## config.mk

```make
export PLATFORM = sky130hd
export DESIGN_NAME = modular_exponentiation_flat
export DESIGN_NICKNAME = d
export VERILOG_FILES = /design/src/modexp_pkg.sv /design/src/modexp_if.sv /design/src/modular_exponentiation.sv /design/src/flat_wrapper.sv
export VERILOG_INCLUDE_DIRS = /design/src /design/src/src
export SDC_FILE = /design/constraint.sdc
export NUM_CORES = 2
export LEC_CHECK = 0
export BUFFER_PORTS_ARGS = -buffer_cell sky130_fd_sc_hd__buf_2
export CAP_MARGIN = 30
export CORE_MARGIN = 3
export CORE_UTILIZATION = 58
export DETAILED_ROUTE_END_ITERATION = 10
export PLACE_DENSITY = 0.78
export SLEW_MARGIN = 20
export SYNTH_ARGS = -nofsm -noshare
export SYNTH_HDL_FRONTEND = slang
export SYNTH_SLANG_ARGS = --single-unit
```

## constraint.sdc

```tcl
create_clock -name clk -period 7.87 [get_ports clk]
set_input_delay 1.574 -clock clk [delete_from_list [all_inputs] [get_ports clk]]
set_output_delay 1.574 -clock clk [all_outputs]
set_load 0.01 [all_outputs]
```

## src/modular_exponentiation_macros.svh

```systemverilog
// Assertion macros for the modular exponentiation block.
`ifndef MODULAR_EXPONENTIATION_MACROS_SVH
`define MODULAR_EXPONENTIATION_MACROS_SVH

`ifndef SYNTHESIS

// Same-cycle implication, checked outside reset.
`define MODEXP_ASSERT_NOW(lbl, ante, cons, msg) \
  lbl: assert property (@(posedge clk) disable iff (!rst_n) (ante) |-> (cons)) \
    else $error(msg);

// Next-cycle implication, checked outside reset.
`define MODEXP_ASSERT_NEXT(lbl, ante, cons, msg) \
  lbl: assert property (@(posedge clk) disable iff (!rst_n) (ante) |=> (cons)) \
    else $error(msg);

`else

`define MODEXP_ASSERT_NOW(lbl, ante, cons, msg)
`define MODEXP_ASSERT_NEXT(lbl, ante, cons, msg)

`endif

`endif

```

## src/modexp_pkg.sv

```systemverilog
// Shared types and constants for the modular exponentiation block.
`default_nettype none

package modexp_pkg;

  // Payload and register widths
  localparam int DATA_W = 32;
  localparam int EXP_W  = 32;
  localparam int APB_W  = 32;
  localparam int ADDR_W = 3;

  // Remainder unit: 64-bit dividend, two quotient bits per cycle
  localparam int DVD_W         = 64;
  localparam int BITS_PER_STEP = 2;
  localparam int DIV_STEPS     = DVD_W / BITS_PER_STEP;
  localparam int CNT_W         = $clog2(DIV_STEPS);

  // Register map, selected by paddr[2]
  localparam logic REG_EXPONENT = 1'b0;
  localparam logic REG_MODULUS  = 1'b1;

  localparam logic [EXP_W-1:0] EXP_RESET = 32'd65537;

  typedef enum logic [3:0] {
    S_IDLE = 4'b0001,
    S_MUL  = 4'b0010,
    S_RED  = 4'b0100,
    S_DONE = 4'b1000
  } state_t;

  // What the remainder unit is currently producing
  typedef enum logic [1:0] {
    OP_BASE = 2'd0,
    OP_ACC  = 2'd1,
    OP_SQR  = 2'd2
  } op_t;

endpackage

`default_nettype wire

```

## src/modexp_if.sv

```systemverilog
// Valid/ready channel interfaces for the base and result beats.
`default_nettype none

interface modexp_in_if;
  import modexp_pkg::*;
  logic              valid;
  logic              ready;
  logic [DATA_W-1:0] base;
  modport source (output valid, output base, input ready);
  modport sink   (input valid, input base, output ready);
endinterface

interface modexp_out_if;
  import modexp_pkg::*;
  logic              valid;
  logic              ready;
  logic [DATA_W-1:0] result;
  modport source (output valid, output result, input ready);
  modport sink   (input valid, input result, output ready);
endinterface

`default_nettype wire

```

## src/modular_exponentiation.sv

```systemverilog
// Modular exponentiation (right-to-left square-and-multiply) with APB config.
// One base beat in, one result beat out: result = base^exponent mod modulus, using
// the exponent and modulus registers (APB byte address 0 and 4). The block takes
// one beat at a time, holds ready low until its result has been taken and is ready
// again the cycle after that. Every modular multiply runs on a MOD_BITS x MOD_BITS
// multiplier and is then reduced on a shared restoring remainder unit that retires
// two dividend bits per cycle; that unit sets the rate. The base is first reduced.
// An exponent of zero answers 1, and a modulus of zero with a nonzero exponent
// answers 0, in the cycle after accept. There is no clearing pass after reset.
`default_nettype none

`include "modular_exponentiation_macros.svh"

module modular_exponentiation #(
  parameter int MOD_BITS = 32
) (
  input  logic                          clk,
  input  logic                          rst_n,
  modexp_in_if.sink                     in_ch,
  modexp_out_if.source                  out_ch,
  input  logic                          psel,
  input  logic                          penable,
  input  logic                          pwrite,
  input  logic [modexp_pkg::ADDR_W-1:0] paddr,
  input  logic [modexp_pkg::APB_W-1:0]  pwdata,
  output logic [modexp_pkg::APB_W-1:0]  prdata,
  output logic                          pready
);
  import modexp_pkg::*;

  // Configuration registers
  logic [EXP_W-1:0]    exp_cfg_r;
  logic [MOD_BITS-1:0] mod_cfg_r;

  // Sequencer and datapath registers
  state_t              state_r, state_nxt;
  op_t                 op_r, op_nxt;
  logic [EXP_W-1:0]    e_r, e_nxt;
  logic [MOD_BITS-1:0] m_r, m_nxt;
  logic [MOD_BITS-1:0] acc_r, acc_nxt;
  logic [MOD_BITS-1:0] pw_r, pw_nxt;
  logic [DVD_W-1:0]    dvd_r, dvd_nxt;
  logic [MOD_BITS-1:0] rem_r, rem_nxt;
  logic [CNT_W-1:0]    cnt_r, cnt_nxt;

  logic                  cfg_wr;
  logic                  in_fire;
  logic                  out_fire;
  logic [MOD_BITS-1:0]   mul_a;
  logic [2*MOD_BITS-1:0] prod;
  logic [MOD_BITS-1:0]   red_rem;
  logic                  red_last;

  // APB port
  assign pready = 1'b1;
  assign cfg_wr = psel & penable & pwrite & pready;

  always_ff @(posedge clk) begin
    if (!rst_n) begin
      exp_cfg_r <= EXP_RESET;
      mod_cfg_r <= MOD_BITS'(1);
    end else if (cfg_wr) begin
      if (paddr[2] == REG_EXPONENT) begin
        exp_cfg_r <= pwdata[EXP_W-1:0];
      end else begin
        mod_cfg_r <= pwdata[MOD_BITS-1:0];
      end
    end
  end

  always_comb begin
    if (paddr[2] == REG_MODULUS) begin
      prdata = APB_W'(mod_cfg_r);
    end else begin
      prdata = APB_W'(exp_cfg_r);
    end
  end

  // Handshakes
  assign in_ch.ready   = (state_r == S_IDLE);
  assign out_ch.valid  = (state_r == S_DONE);
  assign out_ch.result = DATA_W'(acc_r);
  assign in_fire       = in_ch.valid & in_ch.ready;
  assign out_fire      = out_ch.valid & out_ch.ready;

  // Shared multiplier: acc*pw or pw*pw
  assign mul_a = (op_r == OP_ACC) ? acc_r : pw_r;
  assign prod  = mul_a * pw_r;

  // Remainder unit: two restoring steps per cycle
  always_comb begin
    logic [MOD_BITS:0]   trial;
    logic [MOD_BITS-1:0] r;
    r = rem_r;
    for (int i = 0; i < BITS_PER_STEP; i++) begin
      trial = {r, dvd_r[DVD_W-1-i]};
      if (trial >= {1'b0, m_r}) begin
        trial = trial - {1'b0, m_r};
      end
      r = trial[MOD_BITS-1:0];
    end
    red_rem = r;
  end

  assign red_last = (cnt_r == CNT_W'(DIV_STEPS - 1));

  // Sequencer
  always_comb begin
    state_nxt = state_r;
    op_nxt    = op_r;
    e_nxt     = e_r;
    m_nxt     = m_r;
    acc_nxt   = acc_r;
    pw_nxt    = pw_r;
    dvd_nxt   = dvd_r;
    rem_nxt   = rem_r;
    cnt_nxt   = cnt_r;
    case (state_r)
      S_IDLE: begin
        if (in_fire) begin
          e_nxt   = exp_cfg_r;
          m_nxt   = mod_cfg_r;
          dvd_nxt = DVD_W'(in_ch.base);
          rem_nxt = '0;
          cnt_nxt = '0;
          op_nxt  = OP_BASE;
          if (exp_cfg_r == '0) begin
            acc_nxt   = MOD_BITS'(1);
            state_nxt = S_DONE;
          end else if (mod_cfg_r == '0) begin
            acc_nxt   = '0;
            state_nxt = S_DONE;
          end else begin
            acc_nxt   = MOD_BITS'(1);
            state_nxt = S_RED;
          end
        end
      end
      S_MUL: begin
        dvd_nxt   = DVD_W'(prod);
        rem_nxt   = '0;
        cnt_nxt   = '0;
        state_nxt = S_RED;
      end
      S_RED: begin
        rem_nxt = red_rem;
        dvd_nxt = dvd_r << BITS_PER_STEP;
        cnt_nxt = cnt_r + CNT_W'(1);
        if (red_last) begin
          if (op_r == OP_ACC) begin
            acc_nxt = red_rem;
          end else begin
            pw_nxt = red_rem;
          end
          // Multiply for a set bit, else square toward the next bit
          if (op_r != OP_ACC && e_r[0]) begin
            op_nxt    = OP_ACC;
            state_nxt = S_MUL;
          end else if (e_r[EXP_W-1:1] != '0) begin
            e_nxt     = e_r >> 1;
            op_nxt    = OP_SQR;
            state_nxt = S_MUL;
          end else begin
            state_nxt = S_DONE;
          end
        end
      end
      S_DONE: begin
        if (out_fire) begin
          state_nxt = S_IDLE;
        end
      end
      default: begin
        state_nxt = S_IDLE;
      end
    endcase
  end

  always_ff @(posedge clk) begin
    if (!rst_n) begin
      state_r <= S_IDLE;
      op_r    <= OP_BASE;
      cnt_r   <= '0;
    end else begin
      state_r <= state_nxt;
      op_r    <= op_nxt;
      cnt_r   <= cnt_nxt;
    end
  end

  always_ff @(posedge clk) begin
    e_r   <= e_nxt;
    m_r   <= m_nxt;
    acc_r <= acc_nxt;
    pw_r  <= pw_nxt;
    dvd_r <= dvd_nxt;
    rem_r <= rem_nxt;
  end

  // Checks
  `MODEXP_ASSERT_NOW(a_rem_below_mod, state_r == S_RED, rem_r < m_r, "remainder not below modulus")
  `MODEXP_ASSERT_NEXT(a_mul_then_red, state_r == S_MUL,
    state_r == S_RED && cnt_r == '0, "multiply not followed by a fresh reduction")
  `MODEXP_ASSERT_NEXT(a_out_to_idle, out_fire, in_ch.ready && !out_ch.valid,
    "result beat taken but block not idle")
  `MODEXP_ASSERT_NOW(a_mul_operands, state_r == S_MUL,
    pw_r < m_r && (op_r == OP_SQR || acc_r <= m_r), "multiplier operand not reduced")

endmodule

`default_nettype wire
```

## src/flat_wrapper.sv

```systemverilog
// flat-port wrapper written by rule: the top's interface ports become plain ports
module modular_exponentiation_flat import modexp_pkg::*;
#(
  parameter int MOD_BITS = 32
)
  (clk, rst_n, psel, penable, pwrite, paddr, pwdata, prdata, pready, in_ch_valid, in_ch_base, in_ch_ready, out_ch_valid, out_ch_result, out_ch_ready);
  modexp_in_if in_ch_i ();
  modexp_out_if out_ch_i ();
  input  logic clk;
  input  logic rst_n;
  input  logic psel;
  input  logic penable;
  input  logic pwrite;
  input  logic [modexp_pkg::ADDR_W-1:0] paddr;
  input  logic [modexp_pkg::APB_W-1:0] pwdata;
  output logic [modexp_pkg::APB_W-1:0] prdata;
  output logic pready;
  input wire logic [$bits(in_ch_i.valid)-1:0] in_ch_valid;
  input wire logic [$bits(in_ch_i.base)-1:0] in_ch_base;
  output wire logic [$bits(in_ch_i.ready)-1:0] in_ch_ready;
  output wire logic [$bits(out_ch_i.valid)-1:0] out_ch_valid;
  output wire logic [$bits(out_ch_i.result)-1:0] out_ch_result;
  input wire logic [$bits(out_ch_i.ready)-1:0] out_ch_ready;
  assign in_ch_i.valid = in_ch_valid;
  assign in_ch_i.base = in_ch_base;
  assign in_ch_ready = in_ch_i.ready;
  assign out_ch_valid = out_ch_i.valid;
  assign out_ch_result = out_ch_i.result;
  assign out_ch_i.ready = out_ch_ready;
  modular_exponentiation #(.MOD_BITS(MOD_BITS)) u_core (.clk(clk), .rst_n(rst_n), .in_ch(in_ch_i), .out_ch(out_ch_i), .psel(psel), .penable(penable), .pwrite(pwrite), .paddr(paddr), .pwdata(pwdata), .prdata(prdata), .pready(pready));
endmodule
```

### Yosys cells after proc, flatten, opt, wreduce, memory -nomap -nowiden

Cells that the tools add are included.

| word-level totals | value |
|---|---|
| bits in registers | 299 |
| input bits | 74 |
| output and inout port bits | 67 |
| logic and storage cells | 86 |

| cells by class | value |
|---|---|
| $add $sub $neg | 3 |
| multiply operators | 1 |
| magnitude comparators | 2 |
| eq/ne operators | 14 |
| muxes and demuxes | 34 |
| bitwise gates (word level) | 6 |
| reduce and logical (&&, ||, !) cells | 15 |

Operators by type and width:

| operator | number |
|---|---|
| $mux 32 | 13 |
| $pmux 64 s3 | 1 |
| $pmux 32 s2 | 2 |
| $pmux 32 s3 | 1 |
| $ge 33x32->1 | 2 |
| $logic_not 32->1 | 2 |
| $mul 32x32->64 | 1 |
| $mux 64 | 1 |
| $sub 32x32->32 | 2 |
| $reduce_bool 31->1 | 1 |
| $mux 4 | 7 |
| $pmux 4 s4 | 1 |
| $pmux 5 s3 | 1 |
| $mux 2 | 4 |
| $ne 2x1->1 const B | 4 |
| $reduce_and 2->1 | 4 |
| $reduce_and 4->1 | 2 |
| $ne 2x2->1 const B | 3 |
| $reduce_and 3->1 | 2 |
| $add 5x1->5 const B | 1 |
| $eq 5x5->1 const B | 1 |
| $mux 5 | 1 |
| $reduce_and 5->1 | 1 |
| $and 1x1->1 | 4 |
| 12 further kinds | 13 |

### Longest topological paths before layout

| depth | value |
|---|---|
| depth in word-level cells | 7 |
| depth in mapped cells | 34 |
| mapped depth without buffers | 31 |

### Worst setup path after synthesis

OpenSTA, ideal clock, no wires.

| path | value |
|---|---|
| kind | register to register |
| start point | register u_core.op_r[1] |
| end point | register u_core.dvd_r[63], data pin |
| library setup time | 0.268 ns |
| arrival | 7.807 ns |
| required time | 7.602 ns |
| slack | -0.206 ns |
| cell stages (with the launch flop) | 32 |
| path buffers | 4 |
| clock period less this slack | 8.076 ns |
| cells stage by stage | dfxtp_1 > nand2b_1 > clkbuf_1 > clkbuf_1 > nand2_1 > nand2_1 > clkbuf_1 > nand2_1 > fa_1 > inv_1 > fa_1 > inv_1 > fa_1 > fa_1 > inv_1 > fa_1 > fa_1 > fa_1 > fa_1 > ha_1 > clkbuf_1 > o21ai_0 > o21ai_0 > a41oi_1 > a311oi_1 > nor2_1 > o211a_1 > nor3_1 > o221ai_1 > o21ai_0 > xnor2_1 > o21ai_0 |

| between the ends | value |
|---|---|
| cells in the longest elaborated chain, start to end | 4 |

RTL lines:

| element | line | source |
|---|---|---|
| start, declared | modular_exponentiation.sv:37 | `op_t op_r, op_nxt;` |
| start signal, assigned | modular_exponentiation.sv:186 | `op_r <= op_nxt;` |
| $eq 2x1->1 | modular_exponentiation.sv:87 | `assign mul_a = (op_r == OP_ACC) ? acc_r : pw_r;` |
| $mux 32 | modular_exponentiation.sv:87 |  |
| $mul 32x32->64 | modular_exponentiation.sv:88 | `assign prod = mul_a * pw_r;` |
| $pmux 64 s3 | modular_exponentiation.sv:118 | `case (state_r)` |
| via u_core.dvd_nxt[63] | modular_exponentiation.sv:42 | `logic [DVD_W-1:0] dvd_r, dvd_nxt;` |
| end signal, assigned | modular_exponentiation.sv:196 | `dvd_r <= dvd_nxt;` |
| end, declared | modular_exponentiation.sv:42 |  |

The timed path passes the listed nets, and every way through them passes these cells.
A chain may end at the register's enable or synchronous reset.

### Worst setup path after layout

| path | value |
|---|---|
| start point | register u_core.op_r[1] |
| end point | register u_core.dvd_r[61], data pin |

The elaborated chain is that of the path after synthesis.

==> impl_metrics.env <==
export IMPL_syn_num_nets=6592
export IMPL_slew_violations=0
export IMPL_grt_pass1_vias=41810
export IMPL_io_pins=141
export IMPL_path_buf_inv=10
export IMPL_critPathSlowestCell="fa_1"
export IMPL_synth_edf_count=224
export IMPL_numCtsBuffers=31
export IMPL_dp_hpwl_mm=110.4
export IMPL_hold_path_class="flop to flop"
export IMPL_ys_seq_elements=299
export IMPL_htreeDepth=1
export IMPL_drt_total_wl_mm=142.6
export IMPL_dr_total_vias=39500
export IMPL_relSlewSlack_pct=34.82
export IMPL_status="complete, but fails checks"
export IMPL_rrSetupSlack_ns=-0.70
export IMPL_r2r_start="u_core.op_r[1]"
export IMPL_finalHoldViolCount=0
export IMPL_violations="setup timing"
export IMPL_startpoint="u_core.op_r[1]"
export IMPL_cts_buffer_depth=3
export IMPL_cp_required_ns=8.21
export IMPL_core_mm2=0.08395
export IMPL_grt_pass1_wl_mm=222.3
export IMPL_drv_cap=0
export IMPL_yosysWarnings=0
export IMPL_worstSetupEndpointType="flop"
export IMPL_drc=0
export IMPL_grt_overflow=0
export IMPL_fillers=6100
export IMPL_antenna_found_initial=6
export IMPL_die_y_um=297.5
export IMPL_place_congestion=0.9441
export IMPL_cpPeakStageDelay_ns=0.62
export IMPL_final_nets=6996
export IMPL_fp_dieW_um=297.5
export IMPL_areaGrowthSynthToFinish_pct=16.72
export IMPL_seq_area_frac_synth_pct=16.69
export IMPL_viasPerCell=5.760
export IMPL_crit_cells=34
export IMPL_syn_area_mm2=0.04929
export IMPL_setup_tns_ns=-12.94
export IMPL_setup_viol=33
export IMPL_cp_start_kind="flop"
export IMPL_grt_max_degree=86
export IMPL_clkSinkCount=299
export IMPL_final_util_pct=68.54
export IMPL_drive_gt1_share_pct=17.90
export IMPL_grt_total_usage_pct=31.46
export IMPL_root_buffer="clkbuf_16"
export IMPL_final_setup_worst_slack_ns=-0.7032
export IMPL_fmax_mhz=116.6
export IMPL_start_util_pct=58.72
export IMPL_final_cell_mix="908 x inv_1, 866 x fa_1, 822 x nand2_1"
export IMPL_vdd_ir_drop_max_mv=0.7704
export IMPL_insertion_delay_ns=0.59
export IMPL_cpMostUsedCell="fa_1"
export IMPL_rsz0062_at_grt="true"
export IMPL_power_density_mw_per_mm2=403.0
export IMPL_drt_iter0_drc=3079
export IMPL_setup_worst_path_end="u_core.dvd_r[61]"
export IMPL_reg2reg_to="u_core.dvd_r[61]"
export IMPL_worstMarginPinSlew_ns=0.9777
export IMPL_wl_per_cell_um=20.80
export IMPL_syn_inst=5291
export IMPL_fin_hold_ws_ns=0.4946
export IMPL_leakagePower_nw=27.49
export IMPL_cp_top_family="adder cells"
export IMPL_ys_types=79
export IMPL_firstDrtPassIters=8
export IMPL_cts_hold_buf=0
export IMPL_criticalPathCategory="flop to flop"
export IMPL_critPathMaxFanout=6
export IMPL_portBuffers=137
export IMPL_final_common_cell="inv_1"
export IMPL_cts_tree="yes"
export IMPL_dieArea_mm2=0.08852
export IMPL_ant_nets=0
export IMPL_layout_min_cycle_time_ns=8.573
export IMPL_place_area_mm2=0.05431
export IMPL_synth_main_ff_cell="edfxtp_1"
export IMPL_rows=106
export IMPL_clkTransAtPathRegs_ns=0.06
export IMPL_worstPathArrival_ns=8.91
export IMPL_fin_worst_skew_ns=0.02051
export IMPL_finalCritPeriodShare_pct=108.9
export IMPL_reg2regPathDepth=34
export IMPL_fin_area_mm2=0.05754
export IMPL_async_reset_ff_share_pct=0
export IMPL_post_synth_cell_area_avg_um2=9.316
## synthesized netlist by cell type, drive strengths merged, types with 30 or more instances
library cell	number	area [um2]
inv	925	3472
fa	898	17980
nand2	866	3251
and2	597	3735
ha	329	4116
clkbuf	267	1002
edfxtp	224	6726
o21ai	167	835.8
a21oi	137	696.9
nor2	86	322.8
dfxtp	75	1501
a21o	70	525.5
xnor2	69	604.3
a21boi	68	514.2
mux2	48	574.3
xor2	44	385.4
o21a	38	285.3
a22oi	31	232.7
a211oi	30	230.2
## layer usage
| layer | GRT usage [%] | part of all wire (%) |
|---|---|---|
| met4 | 11.11 | 4.6 |
| met2 | 52.91 | 48 |
| met3 | 4.912 | 9.4 |
| met5 | 0 | 0.0077 |
| met1 | 41.63 | 38 |
## final cells by class
| cell class | instances | area (um2) | share of cell area [%] |
|---|---|---|---|
| Inverter | 925 | 3475 | 6.039 |
| Tap cell | 1134 | 1419 | 2.466 |
| Clock buffer | 33 | 783.3 | 1.361 |
| Sequential cell | 299 | 8230 | 14.30 |
| Timing Repair Buffer | 655 | 5622 | 9.770 |
| Antenna cell | 4 | 10.01 | 0.01740 |
| Multi-Input combinational cell | 3783 | 37830 | 65.75 |
| Clock inverter | 25 | 170.2 | 0.2957 |
## registers in the layout, indices dropped and copies added, names as in the netlist, 5 cells and up
name / cells
u_core.out_ch.result: 32
u_core.e_r: 32
u_core.mod_cfg_r: 32
u_core.m_r: 32
u_core.dvd_r: 64
u_core.cnt_r: 5
u_core.pw_r: 32
u_core.exp_cfg_r: 32
u_core.rem_r: 32
## metrics by stage
| step | setup WS, ns | power (mW) | cells |
|---|---|---|---|
| 6_report | -0.7032 | 23.19 | 6858 |
| 4_1_cts | -0.5369 | 20.87 | 6798 |
| 3_5_place_dp | -0.9857 | 18.12 | 6727 |
| 3_3_place_gp | -0.8655 | 17.95 | 6725 |
| 5_1_grt | -0.9750 | 24.85 | 6854 |
| 2_1_floorplan | -0.01809 | 11.86 | 5291 |
## worst min-delay path by stage
stage | startpoint | to | slack, ns | depth (start not counted)
after floorplan | u_core.cnt_r[3] | u_core.cnt_r[3] | 0.42 | 1
after global placement | u_core.cnt_r[3] | u_core.cnt_r[3] | 0.44 | 1
after detailed placement | u_core.mod_cfg_r[0] | u_core.m_r[0] | 0.47 | 0
after CTS | u_core.cnt_r[3] | u_core.cnt_r[3] | 0.49 | 1
after global routing | u_core.mod_cfg_r[6] | u_core.m_r[6] | 0.50 | 0
final | u_core.mod_cfg_r[1] | u_core.m_r[1] | 0.49 | 0
## power breakdown
| part | total (mW) | leakage (nW) | switching, mW | internal (mW) |
|---|---|---|---|---|
| Combinational | 19.4 | 24.2 | 10.3 | 9.10 |
| Clock | 1.39 | 0.464 | 0.636 | 0.756 |
| Sequential | 2.36 | 2.79 | 0.151 | 2.21 |
| Total | 23.2 | 27.5 | 11.1 | 12.1 |
## kinds of logic after synthesis
logic type      Yosys count  synth area share, %
xor+xnor                113                2.008
compound gates          647                8.579
fa+ha+maj              1227                44.82
other cells               1             0.007607
buf+inv                1209                9.290
simple gates           1738                17.26
flops                   299                16.69
mux                      57                1.348
## timing repair
item | CTS | global route
resized for setup | 146 | 232
gates cloned | 1 | 11
endpoints found under the setup margin | 39 | 43
pin swaps | 21 | 123
hold endpoints to repair | 0 | 0
setup buffers | 12 | 47
No activity file was read; power rests on OpenSTA's default activity.
